$ cat src/design/tbs_pkg.sv
// shared constants and types for the triangle barycentric setup block
// no dependencies
`timescale 1ns / 1ps

package tbs_pkg;

  localparam int COORD_WIDTH_DEF = 24;
  localparam int FRAC_BITS_DEF   = 40;
  localparam int COEF_W          = 64;
  localparam int N_LANES         = 9;
  localparam int N_FIELDS_IN     = 6;
  localparam int PREP_STAGES     = 4;

  typedef logic signed [COEF_W-1:0] coef_t;

  typedef struct packed {
    coef_t [N_LANES-1:0] coef;
    logic                degen;
  } result_t;

endpackage

$ cat src/design/tbs_div_cell.sv
// one restoring division step for one coefficient lane
// depends on tbs_pkg
`timescale 1ns / 1ps

module tbs_div_cell #(
  parameter int DW = 49
) (
  input  logic                       clk,
  input  logic                       en,
  input  logic [DW:0]                rem_i,
  input  logic [tbs_pkg::COEF_W-1:0] nq_i,
  input  logic [DW-1:0]              den_i,
  input  logic                       ovf_i,
  input  logic                       neg_i,
  output logic [DW:0]                rem_o,
  output logic [tbs_pkg::COEF_W-1:0] nq_o,
  output logic [DW-1:0]              den_o,
  output logic                       ovf_o,
  output logic                       neg_o
);
  import tbs_pkg::*;

  logic [DW:0]         rem_r, rem_nxt, sh;
  logic [COEF_W-1:0]   nq_r, nq_nxt;
  logic [DW-1:0]       den_r;
  logic                ovf_r, neg_r;
  logic [DW+1:0]       diff;
  logic                ge;

  always_comb begin
    sh      = {rem_i[DW-1:0], nq_i[COEF_W-1]};
    diff    = {1'b0, sh} - {2'b00, den_i};
    ge      = ~diff[DW+1];
    rem_nxt = ge ? diff[DW:0] : sh;
    nq_nxt  = {nq_i[COEF_W-2:0], ge};
  end

  always_ff @(posedge clk) begin
    if (en) begin
      rem_r <= rem_nxt;
      nq_r  <= nq_nxt;
      den_r <= den_i;
      ovf_r <= ovf_i;
      neg_r <= neg_i;
    end
  end

  assign rem_o = rem_r;
  assign nq_o  = nq_r;
  assign den_o = den_r;
  assign ovf_o = ovf_r;
  assign neg_o = neg_r;

endmodule

$ cat config.mk
export PLATFORM = sky130hd
export DESIGN_NAME = tbs_div_cell
export DESIGN_NICKNAME = d
export VERILOG_FILES = /design/src/design/tbs_pkg.sv /design/src/design/tbs_div_cell.sv
export SDC_FILE = /design/constraint.sdc
export NUM_CORES = 1
export LEC_CHECK = 0
export ABC_AREA = 1
export BUFFER_PORTS_ARGS = -buffer_cell sky130_fd_sc_hd__buf_2
export CORE_MARGIN = 2
export CORE_UTILIZATION = 25
export CTS_BUF_LIST = sky130_fd_sc_hd__clkbuf_2 sky130_fd_sc_hd__clkbuf_4 sky130_fd_sc_hd__clkbuf_8
export DETAILED_ROUTE_END_ITERATION = 8
export SYNTH_ARGS = -nofsm -noshare
export SYNTH_HDL_FRONTEND = slang
export SYNTH_SLANG_ARGS = --single-unit
$ cat constraint.sdc
create_clock -name clk -period 6.4 [get_ports clk]
set_input_delay 1.28 -clock clk [delete_from_list [all_inputs] [get_ports clk]]
set_output_delay 1.28 -clock clk [all_outputs]
set_load 0.02 [all_outputs]
==> impl_metrics.toml, run 1 <==
[setup_path]
path_max_fanout = 49
crit_slowest_cell = "inv_2"
end_kind = "flop"
critPathArrivalTime_ns = 3.93
crit_required_ns = 6.78
criticalPathCategory = "input pin to flop"
critPathBufInv = 4
critPathMaxStageDelay_ns = 0.68
cp_cell_sequence = "buf_2, inv_1, ha_1, inv_1, fa_1, nand3_1, nand3_2, nand2_1, nand2_1, nand2_1, nand3_2, inv_2, nand2_1, nand2_1"
cp_top_family = "simple AND/OR/NAND/NOR gates"
crit_path_start_kind = "input pin"
critPathMostFrequentCell = "nand2_1"

[floorplan]
die_x_um = 204
die-area_um2 = 41700
floorplan.initialDensity_pct = 25.3
die_y_um = 204
io_pins = 332
core_area_um2 = 39600
rows = 73

[placement]
placed_cell_area_um2 = 12300
dp_hpwl_mm = 28.9
gp_congestion = 0.838
dp.cells = 2135
portBuffers = 330

[route]
ant_nets = 0
drt_first_pass_iters = 5
avgRoutedWirePerCell_um = 16.0
viasPerCell = 4.11
first_iter_violations = 466
route.detailed.drc = 0
drt_wl_total_mm = 34.7
num_vias = 8915

[clocking]
path_clk_slew_ns = 0.10
root_buffer = "clkbuf_8"
cts.sinks = 165
clock_path_buffers = 2
cts_setup_buffers = 0
numCtsBuffers = 17
ctsHtreeMaxLevel = 4
holdBufCountCts = 0
cts_resized = 0
cts_tree = "done"

[timing]
hold_viol = 0
slew_headroom_pct = 37.4
fmax_mhz = 282
fin_crit_ns = 3.55
finalCritPeriodShare_pct = 55.5
rsz0062_at_grt = "false"
tightest_slew_ns = 0.940
fin_setup_tns_ns = 0
setup_viol = 0
slew_viol_final = 0

[outcome]
status = "complete, no violations"

[synthesis]
synth_top_area_share_pct = 49.4
syn_avg_cell_area_um2 = 7.79
yosysWarnings = 0
synth_seq_cells = 165
yosysTopAreaCell = "edfxtp_1"
synthCells = 1287
ys_types = 26
synth-seq-area-share_pct = 49.4
synthesis.area_um2 = 10000
synth_area_leaders = "edfxtp_1 (49%), nand2_1 (20%), inv_1 (10%)"
syn-num-nets = 1504

[grt]
grt_max_degree = 94
antenna_found_initial = 2
track_usage_pct = 16.7
grt_pass1_wl_mm = 51.5
grt_pass1_vias = 8728
overflow = 0

[flow_run]
max-cap-violations = 0

[finish]
area_growth_syn_to_layout_pct = 26.7
fin_cells = 2167
post-route-util_pct = 32.1
postLayoutCellArea_um2 = 12700
layout.nets = 1846
layout-drive-gt1-share_pct = 22.8

[power]
ir_worst_vdd_v = 0.000129
p_leak_nw = 6.76
power.density_nw_per_um2 = 234

[min_path]
hold_path_class = "input pin to flop"
==> area by class of cell <==
class / instances / area, um2
Inverter: 273 / 1020
Clock inverter: 14 / 170
Sequential cell: 165 / 4950
Clock buffer: 17 / 234
Antenna cell: 1 / 2.50
Tap cell: 525 / 657
Fill cell: 4372 / 26900
Timing Repair Buffer: 333 / 1680
Multi-Input combinational cell: 839 / 3990
==> cells in the mapped netlist <==
cell type and n:
nor2_2 2, nor4_1 2, nor3_1 7, a21oi_2 1, a21oi_1 33, nand3b_1 11
and2_0 1, or2_2 2, o21bai_1 3, and2_1 5, inv_1 270, buf_2 8
edfxtp_1 165, inv_2 3, nand3_2 2, fa_1 1, xor2_1 24, nand2_1 533
a21o_1 1, o21ai_0 7, nand3_1 66, ha_1 49, buf_6 2, o21a_1 1
nor2_1 78, nand4_1 10
==> final timing paths <==
kind	start	end	slack, ns	cells after the start
worst max-delay path	nq_i[63]	rem_o[18]	2.85	14
worst min-delay path	neg_i	neg_o	0.94	1
==> sequential cells by signal, summed over array words and instances (netlist names) <==
name,count
den_o,49
neg_o,1
nq_o,64
ovf_o,1
rem_o,50
==> power by group <==
part	switching, W	internal (W)	leakage (nW)
sequential	0.0000267	0.00132	1.61
combinational	0.000561	0.000261	4.94
clock	0.000452	0.000356	0.202
==> per-stage QoR <==
step / total power [W] / setup slack (ns) / hold WS [ns]
global route: 0.00316 / 2.60 / 0.883
detailed placement: 0.00221 / 2.24 / 1.46
CTS: 0.00304 / 2.84 / 0.870
finish: 0.00298 / 2.85 / 0.936
floorplan: 0.00187 / 3.37 / 1.38
global placement: 0.00220 / 2.31 / 1.46
==> cells by family (layout without fill, tap and decap cells) <==
logic type,Yosys count,in the layout,synth area share [%]
other cells,0,1,0
flops,165,165,49.4
simple gates,719,719,28.9
fa+ha+maj,50,50,6.31
xor+xnor,24,24,2.10
buf+inv,283,637,10.8
compound gates,46,46,2.46
==> layout by cell type (no fill, tap or decap), types with 4 or more instances in the layout <==
cell type	Yosys	final
nand3b_1	11	11
nand2_1	533	533
nand4_1	10	10
inv_6	0	4
nor3_1	7	7
and2_1	5	5
buf_2	8	329
xor2_1	24	24
a21oi_1	33	33
ha_1	49	49
inv_1	270	270
clkbuf_8	0	17
nor2_1	78	78
nand3_1	66	66
o21ai_0	7	7
edfxtp_1	165	165
clkinv_4	0	4
==> per-layer routing <==
| metal | track usage (%) | wire length (um) | vias up |
|---|---|---|---|
| met5 | 0 | 13 | - |
| met4 | 5.77 | 689 | 2 |
| met3 | 3.52 | 2110 | 29 |
| met2 | 27.8 | 16000 | 274 |
| met1 | 21.4 | 15900 | 3941 |
| li1 | - | - | 4669 |
Power figures use the tool's default switching activity.
==> run 2, diff against run 1 <==
- ABC_AREA: 1 -> 0
- clock period: 6.4 -> 3.3 ns (I/O delays scaled with it)
==> impl_metrics.toml, run 2 <==
[outcome]
status = "complete, no violations"

[grt]
grt_busiest_layer = "met2"
grtUsageMet2_pct = 24.2
overflow = 0
track_usage_pct = 14.3
globalRouteMet3Util_pct = 4.24
grt_use_met1_pct = 17.0
grt_max_degree = 65
grt_pass1_wl_mm = 39.5
antenna_found_initial = 5
grt_pass1_vias = 7245

[finish]
fillers = 3472
layout.nets = 1380
layout-drive-gt1-share_pct = 47.5
multi_input_area_um2 = 3570
final_cell_mix = "buf_2 (328), edfxtp_1 (165), buf_4 (128)"
largest_register_ffs = 64
area_growth_syn_to_layout_pct = 40.9
seqCellArea_um2 = 4950
post-route-util_pct = 35.9
final_common_cell = "buf_2"
postLayoutCellArea_um2 = 12400

[synthesis]
synth_area_leaders = "edfxtp_1 (56%), ha_1 (7.0%), mux2_4 (6.6%)"
syn-num-nets = 917
synthCells = 700
synth_edf_count = 165
synthesis.area_um2 = 8820
yosysWarnings = 0
syn_avg_cell_area_um2 = 12.6
synthArstFlopShare_pct = 0
yosys.cell_count.top_type = "edfxtp_1"
ys_types = 58
synth_seq_cells = 165
synthFlopType = "edfxtp_1"
synth_top_area_share_pct = 56.2
synth-seq-area-share_pct = 56.2
synthTopCellsByCount = "edfxtp_1 (165), inv_1 (62), a21oi_1 (51)"
yosysTopAreaCell = "edfxtp_1"

[route]
num_vias = 7225
route.detailed.drc = 0
drt_first_pass_iters = 5
viasPerCell = 4.42
drt_wl_total_mm = 27.1
ant_nets = 0
avgRoutedWirePerCell_um = 16.6
first_iter_violations = 345

[clocking]
numCtsBuffers = 17
holdBufCountCts = 0
clock_path_buffers = 2
cts_tree = "done"
root_buffer = "clkbuf_8"
ctsHtreeMaxLevel = 4
path_clk_slew_ns = 0.10
cts.sinks = 165

[floorplan]
rows = 68
io_pins = 332
die_y_um = 192
core_area_um2 = 34600
floorplan.initialDensity_pct = 25.5
die-area_um2 = 36800
die_x_um = 192

[setup_path]
crit_path_start_kind = "input pin"
crit_required_ns = 3.54
criticalPathCategory = "input pin to flop"
end_kind = "flop"
critPathArrivalTime_ns = 3.43
path_max_fanout = 2

[timing]
fin_setup_tns_ns = 0
fmax_mhz = 314
setup_viol = 0
rsz0062_at_grt = "true"
hold_viol = 0
fin_crit_ns = 3.19
slew_viol_final = 0
slew_headroom_pct = 53.8
finalCritPeriodShare_pct = 96.5
tightest_slew_ns = 0.693
whs_ns = 0.341

[placement]
placed_cell_area_um2 = 12000
gp_congestion = 0.867
portBuffers = 330
dp_hpwl_mm = 21.9

[power]
ir_worst_vdd_v = 0.000249
power.total_w = 0.00584
power.density_nw_per_um2 = 470
p_leak_nw = 5.68

[min_path]
hold_path_class = "input pin to flop"

[flow_run]
max-cap-violations = 0
## run 2: cell types whose count changed after synthesis, sizes merged, moves of 10 or more
cell,previous run,this run
mux2,0,43
nor2,80,40
clkbuf,0,11
nand3,68,21
xnor2,0,20
inv,273,63
nand2,533,40
nand3b,11,1
a21o,1,20
o21a,1,17
o31ai,0,11
a21oi,34,52
o21ai,7,28
## run 2: final timing paths
check,from,end,cells after the start
worst min-delay path,nq_i[29],nq_o[30],1
worst max-delay path,nq_i[63],rem_o[40],16
## run 2: final cells by class
cell class / instances / share of cell area, %
inverter: 63 / 2.10
clock buffer: 18 / 1.94
tap: 455 / 4.58
sequential: 165 / 39.9
antenna: 3 / 0.0604
clock inverter: 14 / 1.12
timing repair buffer: 461 / 21.6
multi-input combinational: 455 / 28.7
## run 2: worst max-delay path: stages
cell and delay, ns:
buf_12 0.11, inv_12 0.04, ha_4 0.12, inv_2 0.04
fa_2 0.41, a211oi_4 0.25, o211ai_1 0.17, a2bb2oi_2 0.26
buf_4 0.16, a311oi_2 0.09, a211oi_2 0.22, buf_4 0.17
o311ai_4 0.08, a221oi_2 0.29, xnor2_1 0.10, mux2_4 0.26
## run 2: metal layers
layer	vias up	wire (um)
met5	-	18
met2	217	13400
met1	3424	11200
met4	4	626
li1	3548	-
met3	32	1920
## run 2: where the power goes
part | internal (W) | switching [W]
sequential | 0.00257 | 0.0000516
clock | 0.000628 | 0.000852
combinational | 0.000773 | 0.000967
## run 2: cells by family (layout without fill, tap and decap cells)
| group | count (synthesis) | after routing | share of synthesized area (%) |
|---|---|---|---|
| simple gates | 144 | 144 | 7.53 |
| mux | 43 | 43 | 7.15 |
| xor+xnor | 38 | 38 | 3.77 |
| fa+ha+maj | 50 | 50 | 7.18 |
| buf+inv | 80 | 556 | 4.14 |
| flops | 165 | 165 | 56.2 |
| compound gates | 180 | 180 | 14.0 |
| other cells | 0 | 3 | 0 |
## run 2: stage by stage
step | setup slack (ns) | instances
6_report | 0.114 | 1634
5_1_grt | -0.0430 | 1633
4_1_cts | 0.0139 | 1631
3_5_place_dp | -0.601 | 1598
3_3_place_gp | -0.563 | 1598
2_1_floorplan | -0.132 | 700
## run 2: what timing repair did
action                                  4_1_cts  5_1_grt
setup buffers                                 1        0
endpoints found under the setup margin        1       50
pin swaps                                     7       12
resized for setup                             4        9
cloned                                        0        0
==> run 3, diff against run 2 <==
- GPL_TIMING_DRIVEN: default -> 0
- HOLD_SLACK_MARGIN: default -> 0.08
==> impl_metrics.toml, run 3 (same netlist as run 2, synthesis figures left out) <==
[finish]
postLayoutCellArea_um2 = 11900
layout.nets = 1286
final_common_cell = "buf_2"
fillers = 3510
area_growth_syn_to_layout_pct = 35.4
layout-drive-gt1-share_pct = 43.3
largest_register_ffs = 64
final_cell_mix = "buf_2 (328), edfxtp_1 (165), inv_1 (60)"

[clocking]
numCtsBuffers = 17
path_clk_slew_ns = 0.12
root_buffer = "clkbuf_8"
cts.sinks = 165
cts_tree = "done"
clock_path_buffers = 2
ctsHtreeMaxLevel = 4
holdBufCountCts = 0

[setup_path]
cp_cell_sequence = "buf_12, inv_12, ha_4, inv_2, fa_2, a211oi_2, o211ai_1, a2bb2oi_4, o211ai_4, o21ai_4, a21oi_4, o211ai_4, and2_4, buf_12, inv_16, buf_12, mux2_4"
crit_slowest_cell = "fa_2"
crit_required_ns = 3.55
cp_top_family = "compound AO/OA/AOI/OAI gates"
critPathMaxStageDelay_ns = 0.35
crit_path_start_kind = "input pin"
critPathMostFrequentCell = "buf_12"
critPathBufInv = 6
path_max_fanout = 10
end_kind = "flop"
critPathArrivalTime_ns = 3.53
criticalPathCategory = "input pin to flop"

[grt]
grt_use_met1_pct = 17.2
grt_busiest_layer = "met2"
grtUsageMet2_pct = 24.1
grt_max_degree = 86
overflow = 0
track_usage_pct = 14.2
globalRouteMet3Util_pct = 4.24
grt_pass1_vias = 6851
grt_pass1_wl_mm = 38.8
antenna_found_initial = 10

[timing]
finalCritPeriodShare_pct = 99.4
slew_headroom_pct = 52.6
fin_crit_ns = 3.28
setup_viol = 0
tightest_slew_ns = 0.711
whs_ns = 0.321
slew_viol_final = 0
rsz0062_at_grt = "true"
hold_viol = 0
fmax_mhz = 305
fin_setup_tns_ns = 0

[floorplan]
core_area_um2 = 34600
die_y_um = 192
io_pins = 332
floorplan.initialDensity_pct = 25.5
die_x_um = 192
rows = 68
die-area_um2 = 36800

[route]
avgRoutedWirePerCell_um = 17.4
ant_nets = 0
drt_first_pass_iters = 4
route.detailed.drc = 0
first_iter_violations = 303
num_vias = 6899
drt_wl_total_mm = 26.9
viasPerCell = 4.47

[flow_run]
max-cap-violations = 0

[min_path]
hold_path_class = "input pin to flop"
hp-start = "ovf_i"
hold_path_depth = 1
hold_path_end = "ovf_o"

[power]
ir_worst_vdd_v = 0.000234
power.density_nw_per_um2 = 490
p_leak_nw = 5.26

[outcome]
status = "complete, no violations"

[placement]
dp_hpwl_mm = 20.9
gp_congestion = 0.828
placed_cell_area_um2 = 11100
portBuffers = 330
==> run 3: cell types whose count changed in the layout (fill, tap and decap cells not counted), sizes merged <==
cell,before,now
buf,461,359
bufinv,1,2
clkbuf,18,26
clkinv,5,3
diode,3,8
inv,71,72
==> run 3: repair_timing <==
action	CTS	global route
setup buffers	11	8
resized for setup	25	15
gates cloned	3	0
pin swaps	10	14
setup endpoints to repair	51	49
==> run 3: stage by stage <==
| step | total power, W | worst slack [ns] | utilization (%) | instances |
|---|---|---|---|---|
| 3_3_place_gp | 0.00423 | -1.13 | 32.0 | 1485 |
| 5_1_grt | 0.00617 | -0.0591 | 34.4 | 1540 |
| 3_5_place_dp | 0.00424 | -1.15 | 32.1 | 1486 |
| 6_report | 0.00585 | 0.0188 | 34.5 | 1545 |
| 2_1_floorplan | 0.00368 | -0.132 | - | 700 |
| 4_1_cts | 0.00591 | -0.114 | 34.0 | 1532 |
==> run 3: layer usage <==
| layer | wire (um) | vias to the layer above |
|---|---|---|
| li1 | - | 3366 |
| met1 | 11200 | 3309 |
| met2 | 13400 | 195 |
| met3 | 1840 | 25 |
| met4 | 411 | 4 |
| met5 | 24 | - |
==> run 3: layout make-up <==
cell class	count	area (um2)	share of cell area, %
Antenna cell	8	20.0	0.168
Buffer	14	141	1.18
Clock buffer	18	241	2.02
Clock inverter	14	163	1.36
Inverter	63	265	2.22
Multi-Input combinational cell	455	3650	30.5
Sequential cell	165	4950	41.5
Tap cell	455	569	4.77
Timing Repair Buffer	353	1940	16.3
==> run 3: power breakdown <==
group / total (W) / switching (W) / internal (W)
registers: 0.00262 / 0.0000488 / 0.00257
clock network: 0.00157 / 0.000867 / 0.000706
logic: 0.00166 / 0.000962 / 0.000698
==> run 3: worst max-delay path by stage <==
| stage | from | end | slack (ns) | cells past startpoint |
|---|---|---|---|---|
| after floorplan | nq_i[63] | rem_o[10] | -0.13 | 16 |
| after global placement | nq_i[63] | rem_o[28] | -1.13 | 17 |
| final | nq_i[63] | rem_o[37] | 0.02 | 17 |
| after global routing | nq_i[63] | rem_o[37] | -0.06 | 17 |
| after CTS | nq_i[63] | rem_o[37] | -0.11 | 17 |
| after detailed placement | nq_i[63] | rem_o[24] | -1.15 | 17 |
